File: src/design/fpa_pkg.sv
// Shared types and constants for the Q24.8 fixed-point ALU pipeline.
// No dependencies; front, divider, back and top use it by scoped names.
package fpa_pkg;

    localparam int FracBitsDefault = 8;
    localparam int WordBits        = 32;
    localparam int ProdBits        = 64;

    typedef enum logic [3:0] {
        CMD_ADD      = 4'd0,
        CMD_SUB      = 4'd1,
        CMD_MUL      = 4'd2,
        CMD_DIV      = 4'd3,
        CMD_COMPARE  = 4'd4,
        CMD_MIN      = 4'd5,
        CMD_MAX      = 4'd6,
        CMD_INC      = 4'd7,
        CMD_DEC      = 4'd8,
        CMD_FROM_INT = 4'd9,
        CMD_TO_INT   = 4'd10
    } cmd_t;

    // Per-item control and early results carried alongside the divider.
    typedef struct packed {
        logic [3:0]                 cmd;
        logic signed [WordBits-1:0] val;
        logic                       lt;
        logic                       eq;
        logic                       gt;
        logic                       ovf;
        logic                       dz;
        logic                       neg;
        logic signed [ProdBits-1:0] prod;
    } side_t;

endpackage

File: src/design/fpa_div_stage.sv
// One restoring-division stage: retires one quotient bit per item.
// Depends on fpa_pkg for the side-band struct.
module fpa_div_stage #(
    parameter int NW = 40
) (
    input  logic           aclk,
    input  logic           aresetn,
    input  logic           en,
    input  logic           in_valid,
    input  fpa_pkg::side_t in_side,
    input  logic [31:0]    in_rem,
    input  logic [NW-1:0]  in_num,
    input  logic [NW-1:0]  in_quo,
    input  logic [31:0]    in_den,
    output logic           valid_reg,
    output fpa_pkg::side_t side_reg,
    output logic [31:0]    rem_reg,
    output logic [NW-1:0]  num_reg,
    output logic [NW-1:0]  quo_reg,
    output logic [31:0]    den_reg
);

    logic [32:0] trial;
    logic [32:0] diff;
    logic        ge;
    logic [31:0] rem_next;

    assign trial    = {in_rem, in_num[NW-1]};
    assign ge       = trial >= {1'b0, in_den};
    assign diff     = trial - {1'b0, in_den};
    assign rem_next = ge ? diff[31:0] : trial[31:0];

    always_ff @(posedge aclk) begin
        if (!aresetn) begin
            valid_reg <= 1'b0;
        end else if (en) begin
            valid_reg <= in_valid;
        end
    end

    always_ff @(posedge aclk) begin
        if (en) begin
            side_reg <= in_side;
            rem_reg  <= rem_next;
            num_reg  <= in_num << 1;
            quo_reg  <= {in_quo[NW-2:0], ge};
            den_reg  <= in_den;
        end
    end

endmodule

File: config.mk
export PLATFORM = sky130hd
export DESIGN_NAME = fpa_div_stage
export DESIGN_NICKNAME = d
export VERILOG_FILES = /design/src/design/fpa_pkg.sv /design/src/design/fpa_div_stage.sv
export SDC_FILE = /design/constraint.sdc
export NUM_CORES = 1
export LEC_CHECK = 0
export BUFFER_PORTS_ARGS = -buffer_cell sky130_fd_sc_hd__buf_2
export CORE_AREA = 5 5 196 198
export DETAILED_ROUTE_END_ITERATION = 8
export DIE_AREA = 0 0 201 203
export GPL_TIMING_DRIVEN = 1
export PLACE_DENSITY_LB_ADDON = 0.08
export SETUP_SLACK_MARGIN = 0.15
export SLEW_MARGIN = 0
export SYNTH_ARGS = -nofsm -noshare
export SYNTH_HDL_FRONTEND = slang
export SYNTH_SLANG_ARGS = --single-unit
File: constraint.sdc
create_clock -name aclk -period 3.8 [get_ports aclk]
set_input_delay 1.14 -clock aclk [delete_from_list [all_inputs] [get_ports aclk]]
set_output_delay 1.14 -clock aclk [all_outputs]
set_load 0.01 [all_outputs]
==> metrics.txt <==
fin crit share 94.4%; Register-to-Register Path Depth 2; clock buffer depth 3; drt first pass iters 4; share of layout cells above drive strength 1 53.1%; clk_lat worst skew 0.56 ns; Bufs and invs on worst path 2; unrepaired setup endpoints after global routing no; cells after synthesis 597; Mean Syn Cell Area 16.3 um2; asr flop ratio synth 0%; Post-CTS Setup Repair Bufs 0; endpoints failing setup 0; worst relative slew slack 54.3%; fmax about 280 MHz; port buffer count 502; cts repair resizes 0; synthesized flop and latch total 250; hold_sp valid_reg; hold_ws 0.537 ns; initial antenna violation count 10; pwr/cell area a little over 500 nW/um2; Hold Path Cell Cnt 2; DR iter-0 viols 325; gr ovfl total 0; synthesized area 9730 um2; Slew Limit Fails 0; grt met1 use approximately 16%; CP startpoint kind primary input; total CTS buffers 29; first-pass GRT wire length 49.7 mm; commonest cells after routing, fill and taps aside buf_2 (501), edfxtp_1 (249), buf_4 (53); Hold Path Sink valid_reg; min-delay worst type reg2reg; Die X 201 um; CP arrival ~3.9 ns; minimum clock period between 3 and 4 ns; Via-to-Cell Ratio 4.32; CTS Hold Buffers Added 0; Yosys warning count 0; P_leak 6.28 nW; final wirelength 35.6 mm; dpl ws -0.449 ns; Reg2Reg Capture Point valid_reg; Clock Sinks 250; Worst setup EP type register; Primary FF master, synth edfxtp_1; nets between 1,000 and 1,500; WP data required 4.12 ns; CP Cell Sequence buf_2, inv_1, ha_1, fa_1, nand2b_1, a21oi_2, o21ai_2, o311a_1, a31oi_4, a21oi_4, o41ai_4, xor2_1, mux2_4; CORE AREA 36,300 um2; Pwr Total 7.25 mW; clock skew 0 ns; delay of the slowest critical-path stage ~0.4 ns; Reg2Reg Launch Point valid_reg; syn_nets between 800 and 900; row count 70; root buffer cell clkbuf_16; Die Area 40,800 um2; routed vias a little over 7,000; CTS H-tree lvls 1; sequential area share after synthesis around 77%; met2 global-route usage between 30% and 40%; Reg clk slew, reported paths 0.06 ns; Final WS setup 0.212 ns; CTS tree yes; reg-to-reg slack, setup between 3 and 4 ns; drt wl/cell 21.4 um; RePlAce Congestion 0.825; max-cap check violation count 0; max reg flops between 100 and 150; Detail Route Antenna Nets 0; maximum number of pins on one net before global-route repair 80; CP Max Fanout 3; Fin. Hold Viols 0; slowest stage cell, crit path fa_1; CP Class in2reg; grt met3 use 6.36%; die height 203 um; initial core utilization about 27%; Ports between 500 and 600; DRC violations left 0; worst slew pin tran 0.685 ns; status finished, final reports clean; most common cell after layout, fill and taps aside buf_2; overall routing resource usage 16.2%; vias in the first global route ~7,300; unique cell type count in the Yosys netlist 49; most crowded layer after global routing met2; Synth-to-Final Area Change 47.7%; DP HPWL 28.9 mm; VDD IR max 345 uV; delay-heaviest family, CP compound AO/OA/AOI/OAI gates; Post-synth EDFFs 249
==> worst min-delay path: stages, from the launching register on <==
cell,delay (ns)
dfxtp_1,0.31
mux2i_1,0.12
nor2b_1,0.06
==> Yosys cell counts, types with 2 or more instances <==
master     count  area, um2
o21a_1         6       45.0
mux2_1         4       45.0
ha_1          32        400
xor2_1        11       96.3
buf_2          8       40.0
o22ai_1        2       12.5
nor2b_1        3       18.8
o21bai_1       3       22.5
edfxtp_1     249       7480
nor3_1         2       10.0
nor4_1         4       25.0
inv_1         38        143
o21ai_0       16       80.1
and4_1         2       17.5
mux2i_1        3       30.0
clkbuf_1       5       18.8
nand3_1        8       40.0
nor2_1        36        135
o211ai_1       4       30.0
a2bb2oi_1      2       17.5
a211o_1        2       17.5
nand2_1       27        101
xnor2_1       16        140
nand2b_1       4       25.0
a31oi_1        5       31.3
o41ai_1        2       17.5
a21o_1        12       90.1
a21oi_1       54        270
buf_4          4       30.0
mux2_2         6       67.6
nand4_1        7       43.8
a211oi_1       3       22.5
==> layer usage <==
| layer | up-vias | share of wire (%) |
|---|---|---|
| met5 | - | 0.17 |
| met4 | 10 | 2.8 |
| met3 | 63 | 8.2 |
| met2 | 284 | 55 |
| met1 | 3426 | 34 |
| li1 | 3420 | - |
==> layout make-up <==
| type | instances | area [um2] |
|---|---|---|
| fillers | 3558 | 22000 |
| flip-flops and latches | 250 | 7500 |
| repair buffers | 561 | 3040 |
| multi-input cells | 291 | 2160 |
| clock buffers | 35 | 748 |
| well taps | 468 | 586 |
| clock inverters | 18 | 169 |
| inverters | 38 | 155 |
| diodes | 6 | 15.0 |
==> metrics by stage <==
step	util, %	cells	setup TNS [ns]	area (um2)
floorplan	-	597	0	9910
global placement	36.9	1608	-3.70	13400
detailed placement	36.9	1608	-4.67	13400
CTS	39.4	1661	0	14300
global route	39.5	1665	0	14400
finish	39.5	1667	0	14400
==> where the power goes <==
part / leakage, nW / total (mW) / internal [mW] / switching [mW]
sequential: 2.45 / 3.37 / 3.32 / 0.0508
combinational: 3.38 / 1.15 / 0.508 / 0.643
clock: 0.450 / 2.72 / 1.60 / 1.12
total: 6.28 / 7.25 / 5.43 / 1.82
==> cell families (layout without fill, tap and decap cells) <==
group	Yosys count	in the layout	share of synthesized area, %
buffers and inverters	56	652	2.43
adder cells (fa/ha/maj)	33	33	4.32
multiplexers	13	13	1.47
XOR/XNOR	27	27	2.43
AND/OR/NAND/NOR	99	99	4.72
AO/OA/AOI/OAI	118	118	7.56
other	1	7	0.0385
flip-flops	250	250	77.0
==> how the worst max path moves through the flow <==
stage / endpoint / cells past startpoint / startpoint / slack, ns
after floorplan: rem_reg[13] / 12 / in_den[7] / 0.006
after global routing: rem_reg[30] / 13 / in_num[39] / 0.16
after global placement: rem_reg[30] / 13 / in_num[39] / -0.40
after detailed placement: rem_reg[30] / 13 / in_num[39] / -0.45
final: rem_reg[30] / 13 / in_num[39] / 0.21
after CTS: rem_reg[30] / 13 / in_num[39] / 0.16
Note: power is estimated with default switching activity, not from simulation.
