--- config.mk ---
export PLATFORM = sky130hd
export DESIGN_NAME = fpa_back
export DESIGN_NICKNAME = d
export VERILOG_FILES = /design/src/design/fpa_pkg.sv /design/src/design/fpa_back.sv
export SDC_FILE = /design/constraint.sdc
export NUM_CORES = 1
export LEC_CHECK = 0
export ABC_CLOCK_PERIOD_IN_PS = 15100
export BUFFER_PORTS_ARGS = -buffer_cell sky130_fd_sc_hd__clkbuf_2
export CAP_MARGIN = 20
export CORE_MARGIN = 5
export CORE_UTILIZATION = 25
export DETAILED_ROUTE_END_ITERATION = 16
export SLEW_MARGIN = 20
export SYNTH_ARGS = -nofsm -noshare
export SYNTH_HDL_FRONTEND = slang
export SYNTH_SLANG_ARGS = --single-unit
--- constraint.sdc ---
create_clock -name aclk -period 15.1 [get_ports aclk]
set_input_delay 4.53 -clock aclk [delete_from_list [all_inputs] [get_ports aclk]]
set_output_delay 4.53 -clock aclk [all_outputs]
set_load 0.005 [all_outputs]
--- src/design/fpa_pkg.sv ---
// Shared types and constants for the Q24.8 fixed-point ALU pipeline.
// No dependencies; front, divider, back and top use it by scoped names.
package fpa_pkg;

    localparam int FracBitsDefault = 8;
    localparam int WordBits        = 32;
    localparam int ProdBits        = 64;

    typedef enum logic [3:0] {
        CMD_ADD      = 4'd0,
        CMD_SUB      = 4'd1,
        CMD_MUL      = 4'd2,
        CMD_DIV      = 4'd3,
        CMD_COMPARE  = 4'd4,
        CMD_MIN      = 4'd5,
        CMD_MAX      = 4'd6,
        CMD_INC      = 4'd7,
        CMD_DEC      = 4'd8,
        CMD_FROM_INT = 4'd9,
        CMD_TO_INT   = 4'd10
    } cmd_t;

    // Per-item control and early results carried alongside the divider.
    typedef struct packed {
        logic [3:0]                 cmd;
        logic signed [WordBits-1:0] val;
        logic                       lt;
        logic                       eq;
        logic                       gt;
        logic                       ovf;
        logic                       dz;
        logic                       neg;
        logic signed [ProdBits-1:0] prod;
    } side_t;

endpackage

--- src/design/fpa_back.sv ---
// Final stage: product and quotient rounding, saturation, result register.
// Depends on fpa_pkg.
module fpa_back #(
    parameter int FRAC_BITS = fpa_pkg::FracBitsDefault,
    parameter int NW        = 32 + FRAC_BITS
) (
    input  logic           aclk,
    input  logic           aresetn,
    input  logic           en,
    input  logic           in_valid,
    input  fpa_pkg::side_t in_side,
    input  logic [31:0]    in_rem,
    input  logic [NW-1:0]  in_quo,
    input  logic [31:0]    in_den,
    output logic           valid_reg,
    output logic [39:0]    data_reg
);

    localparam logic [63:0] Half    = 64'd1 << (FRAC_BITS - 1);
    localparam logic [63:0] PosLim  = 64'h0000_0000_7FFF_FFFF;
    localparam logic [63:0] NegLim  = 64'h0000_0000_8000_0000;

    logic [63:0]        pmag;
    logic [63:0]        mag;
    logic [63:0]        qmag;
    logic               neg;
    logic               ovf;
    logic signed [31:0] val;
    logic [39:0]        data_next;

    assign pmag = in_side.prod[63] ? 64'(-in_side.prod) : 64'(in_side.prod);
    assign qmag = 64'(in_quo) + 64'({in_rem, 1'b0} >= {1'b0, in_den});

    always_comb begin
        mag = '0;
        neg = 1'b0;
        val = in_side.val;
        ovf = in_side.ovf;
        if (fpa_pkg::cmd_t'(in_side.cmd) == fpa_pkg::CMD_MUL ||
            (fpa_pkg::cmd_t'(in_side.cmd) == fpa_pkg::CMD_DIV && !in_side.dz)) begin
            if (fpa_pkg::cmd_t'(in_side.cmd) == fpa_pkg::CMD_MUL) begin
                mag = (pmag + Half) >> FRAC_BITS;
                neg = in_side.prod[63];
            end else begin
                mag = qmag;
                neg = in_side.neg;
            end
            if (!neg && mag > PosLim) begin
                val = 32'sh7FFF_FFFF;
                ovf = 1'b1;
            end else if (neg && mag > NegLim) begin
                val = 32'sh8000_0000;
                ovf = 1'b1;
            end else begin
                val = neg ? 32'(-mag) : mag[31:0];
            end
        end
        data_next = {3'b000, in_side.dz, ovf, in_side.gt, in_side.eq, in_side.lt, val};
    end

    always_ff @(posedge aclk) begin
        if (!aresetn) begin
            valid_reg <= 1'b0;
        end else if (en) begin
            valid_reg <= in_valid;
        end
    end

    always_ff @(posedge aclk) begin
        if (en) begin
            data_reg <= data_next;
        end
    end

endmodule

==> results of run 1 <==
## final cells by class
class	instances	area share
clock inverter	2	0.00586
antenna	3	0.000732
multi-input combinational	1026	0.670
inverter	48	0.0176
tap	448	0.0547
timing repair buffer	258	0.128
sequential	38	0.110
clock buffer	6	0.0135
## worst paths after layout
path / startpoint / endpoint / slack (ps) / depth (start not counted)
max: in_den[1] / data_reg[27] / 4100 / 33
min: valid_reg / valid_reg / 540 / 2
max reg2reg: valid_reg / valid_reg / 14490 / 2
min reg2reg: valid_reg / valid_reg / 540 / 2
## metrics by stage
| stage | instances | instance area, um2 |
|---|---|---|
| global route | 1828 | 10300 |
| floorplan | 1183 | 8500 |
| CTS | 1826 | 10200 |
| detailed placement | 1818 | 10000 |
| finish | 1829 | 10300 |
| global placement | 1817 | 10000 |
## cells in the mapped netlist (12+ instances only)
library cell	n	area, um2
or3_1	23	144
a21o_1	12	90.1
a21oi_1	38	190
nand2_1	103	387
o31ai_1	25	188
nand2b_1	22	138
or2_2	13	81.3
o211ai_1	16	120
clkbuf_1	45	169
edfxtp_1	37	1110
nor3_1	40	200
a211oi_1	12	90.1
nand4_1	39	244
nand3_1	50	250
a22oi_1	12	90.1
nor2_1	96	360
buf_2	12	60.1
xor2_1	53	464
nor4_1	27	169
inv_1	48	180
ha_1	36	450
o41ai_1	14	123
and4_1	12	105
and3_1	17	106
o21ai_0	54	270
or4_1	20	150
xnor2_1	61	534
a31oi_1	49	307
## tightest hold or removal path, cell delays in order, from the launching register on
cell	delay [ps]
dfxtp_1	310
mux2i_1	120
nor2b_1	60
## per-layer routing
metal | vias to the layer above | global-route usage | routed length (um)
li1 | 4932 | - | -
met1 | 4611 | 0.223 | 14400
met2 | 373 | 0.262 | 14800
met3 | 30 | 0.0410 | 3050
met4 | 10 | 0.0247 | 333
met5 | - | 0 | 67
## cell families (layout without fill, tap and decap cells)
logic type,count (synthesis),count (layout),share of synthesized area
AO/OA/AOI/OAI,336,336,0.284
XOR/XNOR,114,114,0.118
adder cells (fa/ha/maj),36,36,0.0531
buffers and inverters,119,314,0.0597
flip-flops,38,38,0.133
multiplexers,10,10,0.0122
other,1,6,0.000442
AND/OR/NAND/NOR,527,527,0.339
## power breakdown
part	total [mW]	leakage (nW)	internal, mW	switching, mW
Clock	0.138	0.0971	0.0991	0.0393
Combinational	0.218	3.45	0.0885	0.130
Sequential	0.130	0.371	0.127	0.00280
==> out/results.ini, run 1 <==
[outcome]
status = finished, final reports clean

[logic_synthesis]
avgSynthCellArea_um2 = 7.19
yosysUniqueCellTypes = 96
synthCells = 1181
yosys_warnings = 0
ys_ff_latch = 38
netlist_area_um2 = 8490
ys.flop_type = edfxtp_1
synth-async-reset-ratio = 0
synth_edf_count = 37
ys_seq_area_frac = 0.133

[critical_path]
path_buf_inv = 2
worst-endpoint-arrival_ps = 11120
start_kind = input pin
crit_type = in2reg
cpMaxStageDelayCell = or3b_4
path_max_fanout = 21
crit_path_max_incr_delay_ps = 530
critPathRequiredTime_ps = 15220
crit_family = compound AO/OA/AOI/OAI gates
end_kind = flip-flop
worst_path_most_repeated_cell = o21a_1

[timing]
max_freq_ghz = 0.0909
period_needed_ps = 11000
finalCritPeriodShare = 0.728
rsz0062_at_grt = false
setup_viol = 0
fin_ws_ps = 4100
hold_slack_ps = 537
final_hold_viol_count = 0
setup_tns_ps = 0
tightest_slew_ps = 1040
relSlewSlack = 0.299
skew_ps = 0
finalMaxSlewViolations = 0

[drt]
drtIter0Drc = 905
wl_um = 32700
via_per_inst = 5.44
remaining_drc_errors = 0
post_drt_wl_per_cell_um = 17.9
detail-route-antenna-nets = 0
via_count = 9956
firstDrtPassIters = 6

[clock_network]
postCtsHoldBufs = 0
h-tree-depth = 2
path_clk_slew_ps = 60
cts_inserted_buffers = 5
post_cts_resize_count = 0
clk_latency_ps = 280
cts_setup_buffers = 0
cts_tree = built
ctsLongestPathBuffers = 2
cts_root_buf = clkbuf_16
cts_num_sinks = 38

[cells_and_area]
nets = 1627
layout_common_cells = clkbuf_2 (251), nand2_1 (103), nor2_1 (96)
regArea_um2 = 1130
final_common_cell = clkbuf_2
final_core_util = 0.306
nFillCells = 3698
multi_input_area_um2 = 6870
area_delta_synth_final_pct = 20.8
largest_register_ff_count = 37
drive_above_1_share = 0.226

[floorplanning]
fp-row-count = 67
core_area_um2 = 33500
io_pins = 255
die_area_um2 = 37700
initial_core_util = 0.253
die_w_um = 194
die_y_um = 194

[worst_hold_path]
worstHoldPathType = reg2reg

[flow_run]
cap_viol_max_count = 0

[global_routing]
grt_remaining_overflow = 0
antenna_found_initial = 7
grt_pass1_vias = 9146
grt_pass1_wl_um = 50800
grt_max_degree = 81
grt_usage = 0.162

[pwr]
cellPowerDensity_nw_per_um2 = 47.4
power.leakage_nw = 3.92
peakVddDrop_uv = 77.6
p_total_uw = 486

[placement]
io_buffers = 251
place_ws_ps = 3820
post-dp-hpwl_um = 27300
gp_congestion = 0.955

Power figures use the tool's default switching activity.
==> run 2, diff against run 1 <==
--- a/config.mk
+++ b/config.mk
@@ -5,7 +5,7 @@
 export SDC_FILE = /design/constraint.sdc
 export NUM_CORES = 1
 export LEC_CHECK = 0
-export ABC_CLOCK_PERIOD_IN_PS = 15100
+export ABC_CLOCK_PERIOD_IN_PS = 9300
 export BUFFER_PORTS_ARGS = -buffer_cell sky130_fd_sc_hd__clkbuf_2
 export CAP_MARGIN = 20
 export CORE_MARGIN = 5
==> constraint.sdc (replaced) <==
create_clock -name aclk -period 9.3 [get_ports aclk]
set_input_delay 2.79 -clock aclk [delete_from_list [all_inputs] [get_ports aclk]]
set_output_delay 2.79 -clock aclk [all_outputs]
set_load 0.005 [all_outputs]
==> run 2 against run 1 <==
Cell count up 0.82%; critical path depth down 1; register-to-register slack worse by 5800 ps; sequential power is 62% higher; critical endpoint is now data_reg[31]; largest power group unchanged.
==> out/results.ini, run 2 (synthesis results as in run 1) <==
[outcome]
status = finished, final reports clean

[placement]
io_buffers = 251  ; unchanged
dp_cells = 1833  ; +0.83%
gp_congestion = 0.899  ; -5.8%
post-dp-hpwl_um = 27700  ; +1.6%

[drt]
post_drt_wl_per_cell_um = 17.9  ; about the same
firstDrtPassIters = 5  ; -1
detail-route-antenna-nets = 0  ; unchanged
remaining_drc_errors = 0  ; unchanged
via_count = 10100  ; +1.6%
drtIter0Drc = 819  ; -9.5%
via_per_inst = 5.48  ; +0.73%
wl_um = 33000  ; +0.90%

[timing]
finalCritPeriodShare = 0.944
finalMaxSlewViolations = 0  ; unchanged
tightest_slew_ps = 1000  ; -42.9 ps
setup_tns_ps = 0  ; unchanged
final_hold_viol_count = 0  ; unchanged
setup_viol = 0  ; unchanged
rsz0062_at_grt = false
relSlewSlack = 0.328  ; +0.0288
skew_ps = 0  ; unchanged
period_needed_ps = 8780
max_freq_ghz = 0.114

[critical_path]
crit_type = in2reg
critPathRequiredTime_ps = 9330  ; -5890 ps
cpMaxStageDelayCell = or3b_4
worst-endpoint-arrival_ps = 8800  ; -2320 ps
end_kind = flip-flop
crit_path_max_incr_delay_ps = 440  ; -90 ps
path_max_fanout = 8  ; -62%
worst_path_most_repeated_cell = o21a_1
start_kind = input pin

[floorplanning]
die_w_um = 194  ; unchanged
io_pins = 255  ; unchanged
die_area_um2 = 37700  ; unchanged
die_y_um = 194  ; unchanged
initial_core_util = 0.253  ; unchanged
core_area_um2 = 33500  ; unchanged
fp-row-count = 67  ; unchanged

[global_routing]
grt_max_degree = 56  ; -31%
grt_pass1_vias = 9138  ; -0.087%
grt_pass1_wl_um = 51300  ; +0.91%
grt_usage = 0.164  ; +0.00204
grt_remaining_overflow = 0  ; unchanged
antenna_found_initial = 8  ; +1

[clock_network]
path_clk_slew_ps = 50  ; about the same
clk_latency_ps = 280  ; about the same
cts_inserted_buffers = 5  ; unchanged
cts_num_sinks = 38  ; unchanged
cts_root_buf = clkbuf_16
ctsLongestPathBuffers = 2  ; unchanged
cts_tree = built
h-tree-depth = 2  ; unchanged

[pwr]
cellPowerDensity_nw_per_um2 = 70.4  ; +49%
power.leakage_nw = 3.98  ; +1.4%
p_total_uw = 728  ; +50%
peakVddDrop_uv = 86.7  ; +12%

[cells_and_area]
drive_above_1_share = 0.237  ; +0.0110
largest_register_ff_count = 37  ; unchanged
nFillCells = 3663  ; -0.95%
nets = 1643  ; +0.98%
final_common_cell = clkbuf_2
area_delta_synth_final_pct = 21.8
finalNonFillerCells = 1844  ; +0.82%
layout_common_cells = clkbuf_2 (251), nand2_1 (103), nor2_1 (96)

[flow_run]
cap_viol_max_count = 0  ; unchanged

[worst_hold_path]
worstHoldPathType = reg2reg

[run 2: what timing repair did]
action,4_1_cts,5_1_grt
setup endpoints to repair,0,31
hold buffers,0,0
resized for setup,0,6
hold endpoints to repair,0,0
buffers inserted,0,1
[run 2: area by class of cell]
cell class	count	area [um2]	area share
tap	448	561	0.0542
clock buffer	6	129	0.0125
inverter	48	180	0.0174
clock inverter	2	8.76	0.000847
antenna	2	5.00	0.000484
timing repair buffer	274	1430	0.138
sequential	38	1130	0.109
multi-input combinational	1026	6890	0.667
[run 2: worst max-delay path: cells and delay by family]
family / cells / cell delay, ps
fa+ha+maj: 3 / 680
buf+inv: 2 / 110
mux: 1 / 330
compound gates: 15 / 2570
simple gates: 11 / 2310
[run 2: layer usage]
metal  vias up  wire [um]  global-route usage
met2       417      14900               0.261
met4        12        559              0.0359
li1       4964          -                   -
met3        42       2960              0.0367
met1      4676      14500               0.228
met5         -         57                   0
[run 2: final timing paths]
kind         cells past startpoint  slack [ps]            to      start
min                              2         530     valid_reg  valid_reg
max                             32         520  data_reg[31]  in_den[1]
max reg2reg                      2        8690     valid_reg  valid_reg
min reg2reg                      2         530     valid_reg  valid_reg
[run 2: power by group]
part | total [mW] | switching [mW] | leakage (nW) | internal [mW]
clock | 0.159 | 0.0611 | 0.0683 | 0.0978
sequential | 0.210 | 0.00420 | 0.371 | 0.206
combinational | 0.359 | 0.213 | 3.54 | 0.145
total | 0.728 | 0.279 | 3.98 | 0.449
[run 2: per-stage QoR]
step	setup slack (ps)	hold WS [ps]	instance area, um2	util
5_1_grt	5.53	573	10300	0.308
3_3_place_gp	227	502	10200	0.303
6_report	524	530	10300	0.308
4_1_cts	391	530	10300	0.307
2_1_floorplan	506	507	8500	-
3_5_place_dp	113	516	10200	0.303
==> run 3, diff against run 2 <==
--- a/config.mk
+++ b/config.mk
@@ -11,6 +11,7 @@
 export CORE_MARGIN = 5
 export CORE_UTILIZATION = 25
 export DETAILED_ROUTE_END_ITERATION = 16
+export PLACE_DENSITY = 0.5
 export SLEW_MARGIN = 20
 export SYNTH_ARGS = -nofsm -noshare
 export SYNTH_HDL_FRONTEND = slang
==> run 3 against run 2 <==
Wire length grew 2.6%; final area increased by 0.87%; via count fell by 2.7%; combinational power hardly changed; flip-flop and latch count unchanged; cell count grew 0.27%; clock skew is the same; maximum frequency decreased by 0.13%; hold slack improved by 2.1 ps; critical endpoint unchanged; highest routed layer is now met4.
==> out/results.ini, run 3 (synthesis results as in run 1) <==
[cells_and_area]
drive_above_1_share = 0.243  ; +0.00667
layout_common_cells = clkbuf_2 (251), nand2_1 (103), nor2_1 (95)
nFillCells = 3699  ; +0.98%
finalNonFillerCells = 1849  ; +0.27%
n_antenna_cell = 0  ; -2
final_common_cell = clkbuf_2
nets = 1650  ; +0.43%
area_delta_synth_final_pct = 22.8
largest_register_ff_count = 37  ; unchanged
final_core_util = 0.311  ; +0.00269

[global_routing]
grt_pass1_wl_um = 53000  ; +3.3%
grt_max_degree = 65  ; +16%
antenna_found_initial = 0  ; -8
use_met3 = 0.0223  ; -0.0144
grt_pass1_vias = 9264  ; +1.4%
top_usage_layer = met2
grt_usage = 0.169  ; +0.00552
grt_remaining_overflow = 0  ; unchanged
grtUsageMet2 = 0.272  ; +0.0108
grtUsageMet1 = 0.249  ; +0.0211

[critical_path]
reg2regPathDepth = 2  ; unchanged
worst_path_most_repeated_cell = o21a_1
crit_type = in2reg
path_max_fanout = 12  ; +4
end_kind = flip-flop
crit_path_max_incr_delay_ps = 480  ; +40 ps
start_kind = input pin
critPathRequiredTime_ps = 9330  ; about the same
worst-endpoint-arrival_ps = 8820  ; +20 ps
cpMaxStageDelayCell = or3b_4

[drt]
via_per_inst = 5.32  ; -3.0%
post_drt_wl_per_cell_um = 18.3  ; +2.3%
remaining_drc_errors = 0  ; unchanged
detail-route-antenna-nets = 0  ; unchanged
drtIter0Drc = 714  ; -13%
via_count = 9839  ; -2.7%
firstDrtPassIters = 7  ; +2
wl_um = 33800  ; +2.6%

[timing]
final_hold_viol_count = 0  ; unchanged
setup_viol = 0  ; unchanged
skew_ps = 0  ; unchanged
max_freq_ghz = 0.114  ; -0.13%
setup_tns_ps = 0  ; unchanged
relSlewSlack = 0.305  ; -0.0225
period_needed_ps = 8790  ; +11.2 ps
tightest_slew_ps = 1040  ; +33.6 ps
rsz0062_at_grt = false
finalCritPeriodShare = 0.945  ; +0.00120
finalMaxSlewViolations = 0  ; unchanged

[floorplanning]
io_pins = 255  ; unchanged
fp-row-count = 67  ; unchanged
die_area_um2 = 37700  ; unchanged
die_y_um = 194  ; unchanged
initial_core_util = 0.253  ; unchanged
die_w_um = 194  ; unchanged
core_area_um2 = 33500  ; unchanged

[pwr]
sequentialPowerShare = 0.273  ; -0.016
clock_power_share = 0.257  ; +0.039
p_comb_frac = 0.470  ; -0.023
internal_power_uw = 486  ; +8.1%
cellPowerDensity_nw_per_um2 = 74.0  ; +5.1%
p_total_uw = 771  ; +6.0%
switchingPower_uw = 286  ; +2.5%
sw_frac_of_total = 0.370  ; -0.0124
power.leakage_nw = 4.03  ; +1.4%
peakVddDrop_uv = 93.2  ; +7.6%

[clock_network]
path_clk_slew_ps = 60  ; about the same
cts_num_sinks = 38  ; unchanged
cts_tree = built
cts_inserted_buffers = 5  ; unchanged
h-tree-depth = 2  ; unchanged
ctsLongestPathBuffers = 2  ; unchanged
clk_latency_ps = 280  ; about the same
cts_root_buf = clkbuf_16
postCtsHoldBufs = 0  ; unchanged

[placement]
dp_cells = 1840  ; +0.38%
io_buffers = 251  ; unchanged
post-dp-hpwl_um = 28600  ; +3.1%
gp_congestion = 0.892  ; -0.77%

[worst_hold_path]
worstHoldPathType = reg2reg
worstHoldPathCells = 2  ; unchanged

[flow_run]
cap_viol_max_count = 0  ; unchanged

[outcome]
status = finished, final reports clean

## run 3: critical path: cells and delay by family
kind / cells / cell delay, ps
compound gates: 15 / 2610
fa+ha+maj: 3 / 680
buf+inv: 2 / 100
simple gates: 12 / 2470
xor+xnor: 1 / 140
## run 3: path summary, 6_finish.rpt
check,start,endpoint,slack (ps)
max reg2reg,valid_reg,valid_reg,8700
max,in_den[1],data_reg[31],510
min,valid_reg,valid_reg,530
min reg2reg,valid_reg,valid_reg,530
## run 3: routing by layer
layer | part of all wire | wire length (um)
met4 | 0.012 | 398
met1 | 0.49 | 16400
met5 | 0 | 0
met2 | 0.45 | 15100
met3 | 0.058 | 1960
## run 3: power groups by stage
stage          Sequential [mW]  Combinational, mW  Clock, mW
6_report                 0.211              0.362      0.198
5_1_grt                  0.212              0.403      0.208
4_1_cts                  0.211              0.359      0.203
3_5_place_dp             0.215              0.358          0
3_3_place_gp             0.215              0.355          0
2_1_floorplan            0.215              0.210          0
## run 3: area by class of cell
class                      instances  area (um2)  area share
clock inverter                     1        30.0     0.00288
multi-input combinational       1026        6900       0.662
tap                              448         561      0.0538
sequential                        38        1130       0.108
clock buffer                       7         143      0.0137
inverter                          48         180      0.0173
timing repair buffer             281        1480       0.142
## run 3: timing repair
item / CTS / global route
gates resized for setup: 0 / 9
setup buffers: 0 / 1
endpoints found under the setup margin: 0 / 30
## run 3: stage by stage
stage | area (um2) | hold slack [ps] | setup WS [ps]
after floorplan | 8500 | 507 | 506
after global placement | 10200 | 507 | 162
after detailed placement | 10200 | 522 | 19.9
after CTS | 10400 | 538 | 307
after global routing | 10400 | 572 | 0.224
final | 10400 | 532 | 512
